File: src/design/csfb_pkg.sv
// Package for the clipped span fill unit: types, codes and fixed field widths
`timescale 1ns / 1ps

package csfb_pkg;

    // fixed field widths
    localparam int KIND_W     = 2;
    localparam int COORD_W    = 16;
    localparam int PIX_W      = 8;
    localparam int ADDR_IN_W  = 18;
    localparam int DIM_W      = 11;
    localparam int BASE_W     = 18;
    localparam int BLEND_W    = 2;
    localparam int TBL_AW     = 16;
    localparam int TBL_DEPTH  = 65536;
    localparam int CFG_IDX_W  = 3;
    localparam int CFG_DATA_W = 18;
    localparam int IN_DATA_W  = 104;
    localparam int OUT_DATA_W = 16;

    // item kinds
    localparam logic [KIND_W-1:0] KIND_DRAW  = 2'd0;
    localparam logic [KIND_W-1:0] KIND_WRITE = 2'd1;
    localparam logic [KIND_W-1:0] KIND_READ  = 2'd2;
    localparam logic [KIND_W-1:0] KIND_TABLE = 2'd3;

    // register indexes
    localparam logic [CFG_IDX_W-1:0] REG_WIDTH  = 3'd0;
    localparam logic [CFG_IDX_W-1:0] REG_HEIGHT = 3'd1;
    localparam logic [CFG_IDX_W-1:0] REG_STRIDE = 3'd2;
    localparam logic [CFG_IDX_W-1:0] REG_BASE   = 3'd3;
    localparam logic [CFG_IDX_W-1:0] REG_BLEND  = 3'd4;

    // register reset values
    localparam logic [DIM_W-1:0]   RST_WIDTH  = 11'd640;
    localparam logic [DIM_W-1:0]   RST_HEIGHT = 11'd480;
    localparam logic [DIM_W-1:0]   RST_STRIDE = 11'd640;
    localparam logic [BASE_W-1:0]  RST_BASE   = 18'd0;
    localparam logic [BLEND_W-1:0] RST_BLEND  = 2'd0;

    // result status codes
    localparam logic STATUS_OK     = 1'b0;
    localparam logic STATUS_REJECT = 1'b1;

    typedef struct packed {
        logic [DIM_W-1:0]   width;
        logic [DIM_W-1:0]   height;
        logic [DIM_W-1:0]   stride;
        logic [BASE_W-1:0]  base;
        logic [BLEND_W-1:0] blend;
    } cfg_regs_t;

    typedef struct packed {
        logic [KIND_W-1:0]        kind;
        logic signed [COORD_W-1:0] first_x;
        logic signed [COORD_W-1:0] first_y;
        logic signed [COORD_W-1:0] second_x;
        logic signed [COORD_W-1:0] second_y;
        logic [PIX_W-1:0]         pen_colour;
        logic [ADDR_IN_W-1:0]     target_address;
        logic [PIX_W-1:0]         write_value;
    } item_t;

    typedef struct packed {
        logic             status;
        logic [PIX_W-1:0] read_value;
    } result_t;

    typedef struct packed {
        logic frame_rd;
        logic frame_wr;
        logic table_rd;
        logic table_wr;
    } mem_ctl_t;

    typedef enum logic [3:0] {
        ST_IDLE,
        ST_CLIP,
        ST_SUM,
        ST_ADDR,
        ST_STEP,
        ST_PIX_RD,
        ST_PIX_OLD,
        ST_PIX_BLEND,
        ST_RD_DATA,
        ST_TBL,
        ST_DONE
    } state_t;

endpackage

File: src/design/csfb_mod.sv
// Address reduction unit: value modulo the framebuffer depth by reciprocal multiplication
`timescale 1ns / 1ps

module csfb_mod
    import csfb_pkg::*;
#(
    parameter int FRAME_DEPTH = 262144,
    parameter int VAL_W       = 24
)
(
    input  logic                           clk,
    input  logic                           rst_n,
    input  logic                           start,
    input  logic [VAL_W-1:0]               value,
    output logic                           done,
    output logic [$clog2(FRAME_DEPTH)-1:0] result
);

    localparam int     AW    = $clog2(FRAME_DEPTH);
    localparam int     QW    = VAL_W - AW + 2;
    localparam int     RW    = AW + 1;
    localparam int     PRW   = VAL_W + QW;
    localparam longint RECIP = (longint'(1) << VAL_W) / longint'(FRAME_DEPTH);

    logic [VAL_W-1:0] val_reg;
    logic [QW-1:0]    quot_reg;
    logic [RW-1:0]    rem_reg;
    logic [2:0]       stage_reg;
    logic [PRW-1:0]   prod;
    logic [VAL_W-1:0] back;
    logic [VAL_W-1:0] diff;

    // quotient estimate, at most one below the true quotient
    assign prod = PRW'(val_reg) * PRW'(RECIP);

    // remainder before the final correction, below twice the depth
    assign back = VAL_W'(quot_reg) * VAL_W'(FRAME_DEPTH);
    assign diff = val_reg - back;

    // stage valid bits, start shifts through the stage register to done
    always_ff @(posedge clk or negedge rst_n)
    begin
        if (!rst_n)
        begin
            stage_reg <= '0;
        end
        else
        begin
            stage_reg <= {stage_reg[1:0], start};
        end
    end

    // pipeline data
    always_ff @(posedge clk)
    begin
        if (start)
        begin
            val_reg <= value;
        end
        if (stage_reg[0])
        begin
            quot_reg <= prod[PRW-1:VAL_W];
        end
        if (stage_reg[1])
        begin
            rem_reg <= diff[RW-1:0];
        end
    end

    // one conditional subtract finishes the reduction
    assign done   = stage_reg[2];
    assign result = (rem_reg >= RW'(FRAME_DEPTH)) ? AW'(rem_reg - RW'(FRAME_DEPTH))
                                                   : rem_reg[AW-1:0];

endmodule

File: src/design/csfb_ctrl.sv
// Sequencer: clipping, address setup and the read-modify-write pixel walk
`timescale 1ns / 1ps

module csfb_ctrl
    import csfb_pkg::*;
#(
    parameter int FRAME_DEPTH = 262144,
    parameter int MAX_DIM     = 1024
)
(
    input  logic                           clk,
    input  logic                           rst_n,
    input  cfg_regs_t                      cfg,
    input  logic                           in_valid,
    output logic                           in_ready,
    input  item_t                          item,
    output logic                           res_valid,
    input  logic                           res_take,
    output result_t                        res,
    output mem_ctl_t                       mem_ctl,
    output logic [$clog2(FRAME_DEPTH)-1:0] frame_addr,
    output logic [PIX_W-1:0]               frame_wdata,
    input  logic [PIX_W-1:0]               frame_rdata,
    output logic [TBL_AW-1:0]              table_raddr,
    output logic [TBL_AW-1:0]              table_waddr,
    output logic [PIX_W-1:0]               table_wdata,
    input  logic [PIX_W-1:0]               table_rdata
);

    localparam int AW    = $clog2(FRAME_DEPTH);
    localparam int XW    = $clog2(MAX_DIM);
    localparam int CW    = $clog2(MAX_DIM + 1);
    localparam int PW    = DIM_W + XW;
    localparam int MW0   = (PW > BASE_W) ? PW : BASE_W;
    localparam int MW1   = (MW0 > AW) ? MW0 : AW;
    localparam int VAL_W = MW1 + 1;

    state_t              state_reg;
    state_t              state_next;
    item_t               item_reg;
    logic [XW-1:0]       x0_reg;
    logic [PW-1:0]       prod_reg;
    logic                vert_reg;
    logic [CW-1:0]       count_reg;
    logic [AW-1:0]       addr_reg;
    logic [AW-1:0]       step_reg;
    logic                status_reg;
    logic [PIX_W-1:0]    rval_reg;

    logic                in_accept;
    logic                mod_start;
    logic [VAL_W-1:0]    mod_value;
    logic                mod_done;
    logic [AW-1:0]       mod_result;
    logic                last_pix;
    logic [AW:0]         addr_sum;
    logic [AW-1:0]       addr_step;

    logic [16:0]         lim_x;
    logic [16:0]         lim_y;
    logic signed [16:0]  top_x;
    logic signed [16:0]  top_y;
    logic signed [16:0]  xa;
    logic signed [16:0]  xb;
    logic signed [16:0]  ya;
    logic signed [16:0]  yb;
    logic signed [16:0]  xl;
    logic signed [16:0]  xh;
    logic signed [16:0]  yl;
    logic signed [16:0]  yh;
    logic                reject;
    logic [XW-1:0]       clip_x0;
    logic [XW-1:0]       clip_x1;
    logic [XW-1:0]       clip_y0;
    logic [XW-1:0]       clip_y1;

    assign in_ready  = (state_reg == ST_IDLE);
    assign in_accept = in_valid && in_ready;
    assign last_pix  = (count_reg == CW'(1));

    // next address along the run, wrapped into the framebuffer
    assign addr_sum  = {1'b0, addr_reg} + {1'b0, step_reg};
    assign addr_step = (addr_sum >= (AW + 1)'(FRAME_DEPTH))
                       ? AW'(addr_sum - (AW + 1)'(FRAME_DEPTH)) : addr_sum[AW-1:0];

    // order and clamp both coordinate pairs to the window
    always_comb
    begin
        lim_x = (17'(cfg.width) > 17'(MAX_DIM)) ? 17'(MAX_DIM) : 17'(cfg.width);
        lim_y = (17'(cfg.height) > 17'(MAX_DIM)) ? 17'(MAX_DIM) : 17'(cfg.height);
        top_x = $signed(lim_x - 17'd1);
        top_y = $signed(lim_y - 17'd1);
        xa = {item_reg.first_x[COORD_W-1], item_reg.first_x};
        xb = {item_reg.second_x[COORD_W-1], item_reg.second_x};
        ya = {item_reg.first_y[COORD_W-1], item_reg.first_y};
        yb = {item_reg.second_y[COORD_W-1], item_reg.second_y};
        xl = (xa < xb) ? xa : xb;
        xh = (xa < xb) ? xb : xa;
        yl = (ya < yb) ? ya : yb;
        yh = (ya < yb) ? yb : ya;
        reject = (lim_x == 17'd0) || (xh < 17'sd0) || (xl > top_x)
              || (lim_y == 17'd0) || (yh < 17'sd0) || (yl > top_y);
        clip_x0 = (xl < 17'sd0) ? '0 : xl[XW-1:0];
        clip_x1 = (xh > top_x) ? top_x[XW-1:0] : xh[XW-1:0];
        clip_y0 = (yl < 17'sd0) ? '0 : yl[XW-1:0];
        clip_y1 = (yh > top_y) ? top_y[XW-1:0] : yh[XW-1:0];
    end

    // next state
    always_comb
    begin
        state_next = state_reg;
        case (state_reg)
            ST_IDLE:
            begin
                if (in_accept)
                begin
                    case (item.kind)
                        KIND_DRAW:  state_next = ST_CLIP;
                        KIND_TABLE: state_next = ST_TBL;
                        default:    state_next = ST_ADDR;
                    endcase
                end
            end
            ST_CLIP:
            begin
                state_next = reject ? ST_DONE : ST_SUM;
            end
            ST_SUM:
            begin
                state_next = ST_ADDR;
            end
            ST_ADDR:
            begin
                if (mod_done)
                begin
                    case (item_reg.kind)
                        KIND_DRAW:  state_next = vert_reg ? ST_STEP : ST_PIX_RD;
                        KIND_READ:  state_next = ST_RD_DATA;
                        default:    state_next = ST_DONE;
                    endcase
                end
            end
            ST_STEP:
            begin
                if (mod_done)
                begin
                    state_next = ST_PIX_RD;
                end
            end
            ST_PIX_RD:
            begin
                state_next = ST_PIX_OLD;
            end
            ST_PIX_OLD:
            begin
                if (cfg.blend != '0)
                begin
                    state_next = ST_PIX_BLEND;
                end
                else
                begin
                    state_next = last_pix ? ST_DONE : ST_PIX_RD;
                end
            end
            ST_PIX_BLEND:
            begin
                state_next = last_pix ? ST_DONE : ST_PIX_RD;
            end
            ST_RD_DATA:
            begin
                state_next = ST_DONE;
            end
            ST_TBL:
            begin
                state_next = ST_DONE;
            end
            ST_DONE:
            begin
                if (res_take)
                begin
                    state_next = ST_IDLE;
                end
            end
            default:
            begin
                state_next = ST_IDLE;
            end
        endcase
    end

    // memory and reduction unit controls
    always_comb
    begin
        mem_ctl     = '0;
        frame_addr  = addr_reg;
        frame_wdata = item_reg.pen_colour;
        table_raddr = {item_reg.pen_colour, frame_rdata};
        table_waddr = item_reg.target_address[TBL_AW-1:0];
        table_wdata = item_reg.write_value;
        mod_start   = 1'b0;
        mod_value   = VAL_W'(item.target_address);
        res_valid   = 1'b0;
        case (state_reg)
            ST_IDLE:
            begin
                mod_start = in_accept && (item.kind == KIND_WRITE || item.kind == KIND_READ);
            end
            ST_SUM:
            begin
                mod_start = 1'b1;
                mod_value = VAL_W'(cfg.base) + VAL_W'(x0_reg) + VAL_W'(prod_reg);
            end
            ST_ADDR:
            begin
                frame_addr  = mod_result;
                frame_wdata = item_reg.write_value;
                if (mod_done)
                begin
                    case (item_reg.kind)
                        KIND_DRAW:
                        begin
                            mod_start = vert_reg;
                            mod_value = VAL_W'(cfg.stride);
                        end
                        KIND_WRITE: mem_ctl.frame_wr = 1'b1;
                        KIND_READ:  mem_ctl.frame_rd = 1'b1;
                        default:    mem_ctl = '0;
                    endcase
                end
            end
            ST_PIX_RD:
            begin
                mem_ctl.frame_rd = 1'b1;
            end
            ST_PIX_OLD:
            begin
                // colour-major blend wins over pixel-major
                if (cfg.blend[0])
                begin
                    mem_ctl.table_rd = 1'b1;
                    table_raddr      = {item_reg.pen_colour, frame_rdata};
                end
                else if (cfg.blend[1])
                begin
                    mem_ctl.table_rd = 1'b1;
                    table_raddr      = {frame_rdata, item_reg.pen_colour};
                end
                else
                begin
                    mem_ctl.frame_wr = 1'b1;
                end
            end
            ST_PIX_BLEND:
            begin
                mem_ctl.frame_wr = 1'b1;
                frame_wdata      = table_rdata;
            end
            ST_TBL:
            begin
                mem_ctl.table_wr = 1'b1;
            end
            ST_DONE:
            begin
                res_valid = 1'b1;
            end
            default:
            begin
                mem_ctl = '0;
            end
        endcase
    end

    // state register
    always_ff @(posedge clk or negedge rst_n)
    begin
        if (!rst_n)
        begin
            state_reg <= ST_IDLE;
        end
        else
        begin
            state_reg <= state_next;
        end
    end

    // datapath registers
    always_ff @(posedge clk)
    begin
        case (state_reg)
            ST_IDLE:
            begin
                if (in_accept)
                begin
                    item_reg   <= item;
                    status_reg <= STATUS_OK;
                    rval_reg   <= '0;
                end
            end
            ST_CLIP:
            begin
                status_reg <= reject ? STATUS_REJECT : STATUS_OK;
                x0_reg     <= clip_x0;
                prod_reg   <= PW'(cfg.stride) * PW'(clip_y0);
                vert_reg   <= (clip_x0 == clip_x1);
                count_reg  <= (clip_x0 == clip_x1)
                              ? (CW'(clip_y1) - CW'(clip_y0) + CW'(1))
                              : (CW'(clip_x1) - CW'(clip_x0) + CW'(1));
            end
            ST_ADDR:
            begin
                if (mod_done)
                begin
                    addr_reg <= mod_result;
                    step_reg <= AW'(1);
                end
            end
            ST_STEP:
            begin
                if (mod_done)
                begin
                    step_reg <= mod_result;
                end
            end
            ST_PIX_OLD:
            begin
                if (cfg.blend == '0)
                begin
                    count_reg <= count_reg - CW'(1);
                    addr_reg  <= addr_step;
                end
            end
            ST_PIX_BLEND:
            begin
                count_reg <= count_reg - CW'(1);
                addr_reg  <= addr_step;
            end
            ST_RD_DATA:
            begin
                rval_reg <= frame_rdata;
            end
            default:
            begin
                rval_reg <= rval_reg;
            end
        endcase
    end

    assign res.status     = status_reg;
    assign res.read_value = rval_reg;

    csfb_mod #(
        .FRAME_DEPTH (FRAME_DEPTH),
        .VAL_W       (VAL_W)
    ) u_mod (
        .clk    (clk),
        .rst_n  (rst_n),
        .start  (mod_start),
        .value  (mod_value),
        .done   (mod_done),
        .result (mod_result)
    );

endmodule

File: config.mk
export PLATFORM = sky130hd
export DESIGN_NAME = csfb_ctrl
export DESIGN_NICKNAME = d
export VERILOG_FILES = /design/src/design/csfb_pkg.sv /design/src/design/csfb_mod.sv /design/src/design/csfb_ctrl.sv
export SDC_FILE = /design/constraint.sdc
export NUM_CORES = 1
export LEC_CHECK = 0
export ABC_CLOCK_PERIOD_IN_PS = 7800
export BUFFER_PORTS_ARGS = -buffer_cell sky130_fd_sc_hd__buf_4
export CAP_MARGIN = 30
export CORE_UTILIZATION = 30
export DETAILED_ROUTE_END_ITERATION = 16
export GPL_ROUTABILITY_DRIVEN = 0
export PLACE_DENSITY = 0.56
export REMOVE_ABC_BUFFERS = 1
export SETUP_SLACK_MARGIN = 0.4
export SYNTH_ARGS = -nofsm -noshare
export SYNTH_HDL_FRONTEND = slang
export SYNTH_SLANG_ARGS = --single-unit
File: constraint.sdc
create_clock -name clk -period 7.8 [get_ports clk]
set_input_delay 1.56 -clock clk [delete_from_list [all_inputs] [get_ports clk]]
set_output_delay 1.56 -clock clk [all_outputs]
set_load 0.005 [all_outputs]
Word-level counts from Yosys, hierarchy flattened
Cells that the tools add are included.
Storage, ports and cells
  flip-flop bits (word level): 230
  output and inout bits: 81
  logic and storage cells: 158
Operators by class
  add/sub/neg operators: 13
  multipliers: 1
  order comparisons: 14
  equal/unequal tests: 22
  multiplexer cells: 59
  reductions and logical operators: 28
Operators by type and width (count)
  $mux 18: 8
  $gt 17x12->1: 4
  $lt 17x1->1 const B: 4
  $mux 17: 4
  $pmux 18 s3: 1
  $mux 16: 3
  $mux 11: 4
  $mux 10: 4
  $pmux 4 s10: 1
  $ge 19x19->1 const B: 2
  $pmux 19 s2: 1
  $pmux 18 s2: 1
  $sub 18x1->18 const B: 2
  $logic_not 17->1: 2
  $pmux 11 s3: 1
  $lt 16x16->1: 2
  $mux 4: 8
  $pmux 8 s2: 2
  $sub 11x1->12 const B: 2
  $add 11x1->11 const B: 2
  $gt 11x11->1 const B: 2
  $sub 10x10->11: 2
  $add 18x10->19: 1
  $add 18x18->19: 1
  29 further kinds: 73

Logic depth before layout (Yosys ltp)
Gate-level depths: netlist of run 1.
  word-level depth: 10
  mapped depth: 36
  mapped depth without buffers: 33

Cells and area by module
From an unflattened synthesis of run 1, not the netlist that was laid out.
Unflattened totals
  cell total of the unflattened synthesis: 1918
  area, all modules: 19543.7 um^2
Modules (own cells, without submodules)
  csfb_ctrl: instances 1, cells each 1879, area an instance 18387.6 um^2, sequential area each 5685.5 um^2
  csfb_mod: instances 1, cells each 39, area an instance 1156.1 um^2, sequential area each 1156.1 um^2

Least setup slack after synthesis of run 1
Ideal clock, no wire load.
  kind: input-to-reg
  start point: in cfg[42] (netlist bit)
  end point: reg count_reg[9], data pin
  setup time: 0.269 ns
  data arrival time: 7.102 ns
  data required time: 7.531 ns
  setup slack: 0.428 ns
  cell stages on the path: 33
  path buffers: 1
  cell sequence: nor2_1 > nand2_1 > nor2_1 > nand2_1 > o41ai_1 > and2_1 > inv_1 > ha_1 > ha_1 > nor2b_1 > o21a_1 > o21a_1 > o21a_1 > o21ai_0 > a21oi_1 > a31oi_1 > o22a_1 > buf_2 > mux2i_1 > ha_1 > inv_1 > ha_1 > inv_1 > fa_1 > nor2b_1 > o21ai_0 > a21boi_0 > o21ai_0 > a21boi_0 > o21ai_0 > and4b_1 > a211oi_1 > o21ai_0
Between the ends
  longest elaborated chain between the ends: 9
Ends and longest elaborated chain
  start: declaration: line csfb_ctrl.sv:13  | input cfg_regs_t cfg,
  $gt 11x11->1: line csfb_ctrl.sv:89  | lim_x = (17'(cfg.width) > 17'(MAX_DIM)) ? 17'(MAX_DIM) : 17'(cfg.width);
  $mux 11 *: line csfb_ctrl.sv:89
  $sub 11x1->12 *: line csfb_ctrl.sv:91  | top_x = $signed(lim_x - 17'd1);
  $gt 17x12->1: line csfb_ctrl.sv:104  | clip_x1 = (xh > top_x) ? top_x[XW-1:0] : xh[XW-1:0];
  $mux 10 *: line csfb_ctrl.sv:104
  $sub 10x10->11: line csfb_ctrl.sv:308  | : (CW'(clip_x1) - CW'(clip_x0) + CW'(1));
  $add 11x1->11: line csfb_ctrl.sv:308
  $mux 11 *: line csfb_ctrl.sv:307  | ? (CW'(clip_y1) - CW'(clip_y0) + CW'(1))
  $pmux 11 s3 *: line csfb_ctrl.sv:290  | case (state_reg)
  end signal: assignment: line csfb_ctrl.sv:306  | count_reg <= (clip_x0 == clip_x1)
  end signal: assignment: line csfb_ctrl.sv:329  | count_reg <= count_reg - CW'(1);
  end signal: assignment: line csfb_ctrl.sv:335  | count_reg <= count_reg - CW'(1);
  end: declaration: line csfb_ctrl.sv:44  | logic [CW-1:0] count_reg;
Every way passes the cells marked *; elsewhere a longest branch is shown, timed or not.
A chain may end at the register's enable or synchronous reset.

Worst setup path in the final report of run 1
  start point: reg item_reg[79] (netlist bit)
  end point: reg prod_reg[16], data pin
Between the ends
  longest elaborated chain between the ends: 5
Ends and longest elaborated chain
  start: declaration: line csfb_ctrl.sv:40  | item_t item_reg;
  start signal: assignment: line csfb_ctrl.sv:295  | item_reg <= item;
  $lt 16x16->1: line csfb_ctrl.sv:99  | yl = (ya < yb) ? ya : yb;
  $mux 17 *: line csfb_ctrl.sv:99
  $lt 17x1->1: line csfb_ctrl.sv:105  | clip_y0 = (yl < 17'sd0) ? '0 : yl[XW-1:0];
  $mux 10 *: line csfb_ctrl.sv:105
  $mul 11x10->19 *: line csfb_ctrl.sv:304  | prod_reg <= PW'(cfg.stride) * PW'(clip_y0);
  end signal: assignment: line csfb_ctrl.sv:304
  end: declaration: line csfb_ctrl.sv:42  | logic [PW-1:0] prod_reg;
Marked as above.

==> results.txt, run 1 <==
status -> finished clean
top cell type's share of synthesized area -> 0.349
total number of vias -> 14,344
placed insts -> 2,897
Mapped Cells -> 1,855
clock power share -> 0.137
sequential share of power -> 0.224
Post-synth ARST share -> 0.0310
sequential area share after synthesis -> 0.358
Clock Pin Slew Worst Setup and Hold Paths -> 0.06 ns
TritonCTS Buffers -> 29
n_diodes -> 0
measured slew at the worst slew-check pin -> 1.02 ns
Avg Cell Area, Syn -> 10.2 um2
Top Family by Delay on Critical Path -> compound AO/OA/AOI/OAI gates
ratio of cells with drive above 1 in the final layout -> 0.209
unrepaired setup endpoints after global routing -> yes
Die Width -> 253 um
Detailed Route WL -> 50.3 mm
CP Class -> flop to flop
all-layer global routing usage -> 0.153
Cell Rows -> 91
H-tree level count -> 1
antenna-violating nets left -> 0
Final Skew -> 0.0121 ns
cts hold-fix bufs -> 0
Worst-Skew Late Latency -> 0.59 ns
Top-Level Pins -> 254
Vias/cell -> 4.85
P_sw -> 4.28 mW
max reg flops -> 74
critical path capture point type -> flop
fill count -> 6,131
Critical Path AT -> 7.39 ns
part of the power in combinational logic -> 0.638
relative slew slack -> 0.320
crit path launch -> item_reg[79]$_DFFE_PP_
pre-CTS WS -> 0.0544 ns
CTS tree -> yes
Crit. path cell count -> 29
die area -> 63,800 um2
Critical Path Sink -> prod_reg[16]$_DFFE_PP_
critical path required time -> 8.12 ns
Clock Tree Buf Depth -> 3
input/output buffers -> 253
CP peak stage delay -> 0.54 ns
#FFs+latches synth -> 226
Finished Cell Area -> 22,800 um2
Setup-failing EPs final -> 0
register area -> 6750 um2
DR iter-0 viols -> 783
Bufs and invs on worst path -> 5
Final Cycle Share -> 0.906
most used routing layer -> met2
cell area after synthesis -> 18,800 um2
fin cells -> 2,960
max-slew violation count -> 0
Initial Utilization -> 0.305
final net count -> 2,573
final setup margin -> 0.736 ns
post-synthesis cell type count -> 78
vias in the first global route -> 14,801
Area growth syn-to-layout -> 20.9%
yosys warns -> 0
met3 usage -> 0.0253
GR Layer Usage met2 -> 0.261
DP Area -> 21,600 um2
max_cap viols -> 0
largest net degree at the start of global routing -> 62
Die Ht -> 253 um
Pwr per Cell Area -> 429 nW/um2
peak supply drop -> 0.312 mV
post-DR wirelength/cell -> 17.0 um
Hold Crit Class -> flop to flop
Fin. Hold Viols -> 0
Lkg Pwr -> 10.1 nW
ranking of synthesized cells by area -> edfxtp_1 (35%), ha_1 (14%), fa_1 (8.7%)
total gr overflow -> 0
R2R Path End -> prod_reg[16]$_DFFE_PP_
multi-input logic area -> 11,000 um2
DRC viols -> 0
Pint -> 5.50 mW
min Tclk post-route -> 7.06 ns
CTS root buf -> clkbuf_16
slowest stage cell on the critical path -> fa_1
Clock Sinks -> 226
r2r setup slk -> 0.74 ns
EDFF count, synth -> 219
Synth area leader -> edfxtp_1
routing usage on met1 -> 0.198
first-pass GRT wire length -> 77.4 mm
R2R cell count -> 29
DP Wirelength -> 40.5 mm
Sw Ratio -> 0.437
Setup crit start kind -> flop
Top FF cell, synth -> edfxtp_1
initial antenna violation count -> 1
Critical Path Fanout Max -> 12
drt pass-1 iters -> 5
Core ar. -> 61,800 um2
r2r startpoint -> item_reg[79]$_DFFE_PP_
Fmax -> 142 MHz
## kinds of logic after synthesis
| group | count (synthesis) | synth area share |
|---|---|---|
| DFF | 226 | 0.358 |
| and+or+nand+nor | 502 | 0.130 |
| buffers and inverters | 297 | 0.0667 |
| muxes | 99 | 0.0572 |
| AOI/OAI and AO/OA | 357 | 0.121 |
| adders and majority gates | 300 | 0.232 |
| xor gates and xnor gates | 74 | 0.0352 |
## cell type report
class,count,area share
Tap cell,837,0.0460
Timing Repair Buffer,297,0.0989
Inverter,212,0.0349
Sequential cell,226,0.296
Multi-Input combinational cell,1334,0.482
Clock buffer,37,0.0332
Clock inverter,17,0.00813
## metal layers
| metal | wire (um) | vias up | share of wire |
|---|---|---|---|
| li1 | - | 7011 | - |
| met1 | 22400 | 6932 | 0.45 |
| met2 | 24200 | 322 | 0.48 |
| met3 | 2340 | 77 | 0.047 |
| met4 | 1260 | 2 | 0.025 |
| met5 | 17 | - | 0.00034 |
## power by group through the flow
| stage | Sequential (mW) | Clock, mW | Combinational [mW] |
|---|---|---|---|
| 2_1_floorplan | 2.15 | 0 | 4.55 |
| 3_3_place_gp | 2.21 | 0 | 6.02 |
| 3_5_place_dp | 2.22 | 0 | 6.14 |
| 4_1_cts | 2.20 | 1.39 | 6.21 |
| 5_1_grt | 2.24 | 1.43 | 7.07 |
| 6_report | 2.20 | 1.34 | 6.24 |
## placed cells by master (no fill, tap or decap), types with 20 or more instances in the layout
cell type,count
a211oi_1,20
a21o_1,33
a21oi_1,87
and2_1,70
buf_4,294
clkbuf_16,29
edfxtp_1,219
fa_1,82
ha_1,217
inv_1,212
mux2_2,51
mux2i_1,44
nand2_1,179
nand3_1,27
nor2_1,76
nor2b_1,20
nor3_1,27
o21ai_0,100
xnor2_1,44
xor2_1,29
## Yosys cell counts, drive strengths merged, types with 11 or more instances
master,n
or3,12
nor2b,20
mux2i,46
ha,218
edfxtp,219
or2,16
o21ai,102
inv,212
xor2,29
xnor2,44
a21o,34
nor3,32
nand2,181
a21oi,90
a211oi,20
clkbuf,40
a31oi,16
nand3,27
o21a,14
nand4,15
nor2,83
buf,45
and2,72
fa,82
nand2b,11
mux2,53
## metrics by stage
| stage | power, mW | TNS [ns] | util | hold WS, ns |
|---|---|---|---|---|
| after floorplan | 6.69 | -2.18 | - | 0.331 |
| after global placement | 8.24 | 0 | 0.350 | 0.332 |
| after detailed placement | 8.36 | 0 | 0.350 | 0.335 |
| after CTS | 9.80 | 0 | 0.365 | 0.350 |
| after global routing | 10.7 | 0 | 0.368 | 0.367 |
| final | 9.78 | 0 | 0.368 | 0.350 |
## worst min path at each step
stage                                               to  slack (ns)                         start  cells past startpoint
final                     u_mod.stage_reg[1]$_DFF_PN0_        0.35  u_mod.stage_reg[0]$_DFF_PN0_                      0
after global routing      u_mod.stage_reg[1]$_DFF_PN0_        0.37  u_mod.stage_reg[0]$_DFF_PN0_                      0
after CTS                 u_mod.stage_reg[1]$_DFF_PN0_        0.35  u_mod.stage_reg[0]$_DFF_PN0_                      0
after detailed placement  u_mod.stage_reg[1]$_DFF_PN0_        0.33  u_mod.stage_reg[0]$_DFF_PN0_                      0
after global placement    u_mod.stage_reg[1]$_DFF_PN0_        0.33  u_mod.stage_reg[0]$_DFF_PN0_                      0
after floorplan           u_mod.stage_reg[1]$_DFF_PN0_        0.33  u_mod.stage_reg[0]$_DFF_PN0_                      0
## repair_timing
action	in CTS	in global routing
endpoints found under the setup margin	1	6
gates resized for setup	3	23
buffers inserted	0	7
endpoints found under the hold margin	0	0
pin swaps	0	9
cloned	0	2
(Power assumes the default switching activity.)
==> run 2, diff against run 1 <==
--- a/config.mk
+++ b/config.mk
@@ -5,8 +5,9 @@
 export SDC_FILE = /design/constraint.sdc
 export NUM_CORES = 1
 export LEC_CHECK = 0
+export ABC_AREA = 1
 export ABC_CLOCK_PERIOD_IN_PS = 7800
-export BUFFER_PORTS_ARGS = -buffer_cell sky130_fd_sc_hd__buf_4
+export BUFFER_PORTS_ARGS = -buffer_cell sky130_fd_sc_hd__buf_2
 export CAP_MARGIN = 30
 export CORE_UTILIZATION = 30
 export DETAILED_ROUTE_END_ITERATION = 16
==> results.txt, run 2 <==
status -> finished clean
hold path endpoint -> u_mod.stage_reg[1]$_DFF_PN0_
CTS root buf -> clkbuf_16
TritonCTS Buffers -> 30
die area -> 62,700 um2
crit path launch -> cfg[44]
Final Cycle Share -> 0.891
total gr overflow -> 0
fin cells -> 3,218
Clock Sinks -> 226
Critical Path AT -> 7.29 ns
relative slew slack -> 0.361
all-layer global routing usage -> 0.159
commonest non-fill, non-tap cell in the layout -> nand2_1
Clock Pin Slew Worst Setup and Hold Paths -> 0.06 ns
Core ar. -> 60,700 um2
Initial Utilization -> 0.305
DP Wirelength -> 41.6 mm
total number of vias -> 15,372
Clock Tree Buf Depth -> 3
min Tclk post-route -> 6.95 ns
Final Skew -> 0.0212 ns
r2r startpoint -> item_reg[79]$_DFFE_PP_
post-synthesis cell type count -> 54
Avg Cell Area, Syn -> 8.63 um2
Post-synth ARST share -> 0.0310
post-DR wirelength/cell -> 15.8 um
worst hold stages -> 0
max_cap viols -> 0
#FFs+latches synth -> 226
drt pass-1 iters -> 5
sequential area share after synthesis -> 0.365
measured slew at the worst slew-check pin -> 0.955 ns
most frequent cells in the layout -> nand2_1 (437), inv_1 (331), buf_2 (253)
placed insts -> 3,137
DRC viols -> 0
CP peak stage delay -> 0.36 ns
DR iter-0 viols -> 891
Synth area leader -> edfxtp_1
max reg flops -> 74
most frequent CP cell -> nand2_1
Mapped Cells -> 2,143
Top-Level Pins -> 254
first-pass GRT wire length -> 79.9 mm
Setup crit start kind -> input port
cts hold-fix bufs -> 0
Hold Crit Class -> flop to flop
ranking of synthesized cells by area -> edfxtp_1 (36%), ha_1 (15%), nand2_1 (9.0%)
vias in the first global route -> 15,308
Pwr per Cell Area -> 476 nW/um2
Top FF cell, synth -> edfxtp_1
max-slew violation count -> 0
R2R cell count -> 37
Fin. Hold Viols -> 0
Setup-failing EPs final -> 0
top cell type's share of synthesized area -> 0.355
Hold Path Origin -> u_mod.stage_reg[0]$_DFF_PN0_
Worst-Skew Late Latency -> 0.59 ns
input/output buffers -> 253
Critical Path Fanout Max -> 16
peak supply drop -> 0.246 mV
Vias/cell -> 4.78
R2R Path End -> prod_reg[17]$_DFFE_PP_
Die Ht -> 250 um
critical path capture point type -> flop
Detailed Route WL -> 50.9 mm
final net count -> 2,881
slowest stage cell on the critical path -> ha_1
initial antenna violation count -> 4
antenna-violating nets left -> 0
Finished Cell Area -> 22,000 um2
ratio of cells with drive above 1 in the final layout -> 0.168
synth cell count leaders -> nand2_1 (444), inv_1 (333), edfxtp_1 (219)
unrepaired setup endpoints after global routing -> yes
critical path required time -> 8.14 ns
DP Area -> 20,600 um2
Die Width -> 250 um
Area growth syn-to-layout -> 18.9%
CP Class -> input port to flop
EDFF count, synth -> 219
r2r setup slk -> 0.92 ns
Lkg Pwr -> 10.5 nW
most common cell in the netlist -> nand2_1
H-tree level count -> 1
cell area after synthesis -> 18,500 um2
CTS tree -> yes
largest net degree at the start of global routing -> 65
Cell Rows -> 90
Fmax -> 144 MHz
yosys warns -> 0
run 2: cell types whose count changed after synthesis, sizes merged, moves of 42 or more:
cell	before	now
nand2	181	448
inv	212	342
nor2	83	201
o21ai	102	181
and2	72	5
mux2	53	0
mux2i	46	0
nand3	27	69
run 2: where the power goes:
group	leakage [nW]	switching [mW]	internal [mW]
Combinational	7.87	4.14	2.71
Clock	0.508	0.571	0.876
Sequential	2.12	0.182	2.00
run 2: cell type report:
cell class,count,area [um2]
antenna,4,10.0
tap,782,978
sequential,226,6750
inverter,346,1310
multi-input combinational,1504,10300
timing repair buffer,300,1630
clock buffer,34,766
clock inverter,22,277
fill,6133,38700
run 2: through the flow:
step,total power [mW],setup TNS [ns],util,hold WS (ns),worst slack (ns)
3_3_place_gp,8.61,0,0.339,0.334,0.275
2_1_floorplan,7.01,-4.02,-,0.331,-0.219
5_1_grt,11.7,0,0.363,0.354,0.216
3_5_place_dp,8.80,-0.351,0.340,0.339,-0.205
4_1_cts,10.3,0,0.357,0.352,0.398
6_report,10.5,0,0.363,0.351,0.849
run 2: worst max path at each step:
| stage | endpoint | slack, ns | cells after the start |
|---|---|---|---|
| final | count_reg[9]$_DFFE_PP_ | 0.85 | 41 |
| after global routing | count_reg[9]$_DFFE_PP_ | 0.22 | 41 |
| after CTS | prod_reg[17]$_DFFE_PP_ | 0.40 | 33 |
| after detailed placement | count_reg[9]$_DFFE_PP_ | -0.20 | 41 |
| after global placement | count_reg[9]$_DFFE_PP_ | 0.27 | 41 |
| after floorplan | u_mod.val_reg[0]$_DFFE_PP_ | -0.22 | 4 |
run 2: kinds of logic after synthesis:
logic type | synth area share
adder cells (fa/ha/maj) | 0.236
AO/OA/AOI/OAI | 0.112
AND/OR/NAND/NOR | 0.172
buffers and inverters | 0.0894
XOR/XNOR | 0.0260
flip-flops | 0.365
run 2: critical path: cells and delay by family:
family                     cells  cell delay (ns)
AOI/OAI and AO/OA             13             1.69
adders and majority gates      3             0.98
and+or+nand+nor               21             2.42
buffers and inverters          4             0.61
run 2: routing by layer:
layer  track usage  wire length (um)
met4        0.0433              1260
met2         0.276             24400
met1         0.207             22700
met3        0.0214              2570
met5             0                13
run 2: timing repair:
| action | in CTS | in global routing |
|---|---|---|
| cloned | 0 | 0 |
| gates resized for setup | 3 | 46 |
| setup endpoints to repair | 2 | 10 |
| pin swaps | 1 | 8 |
| setup buffers | 2 | 19 |
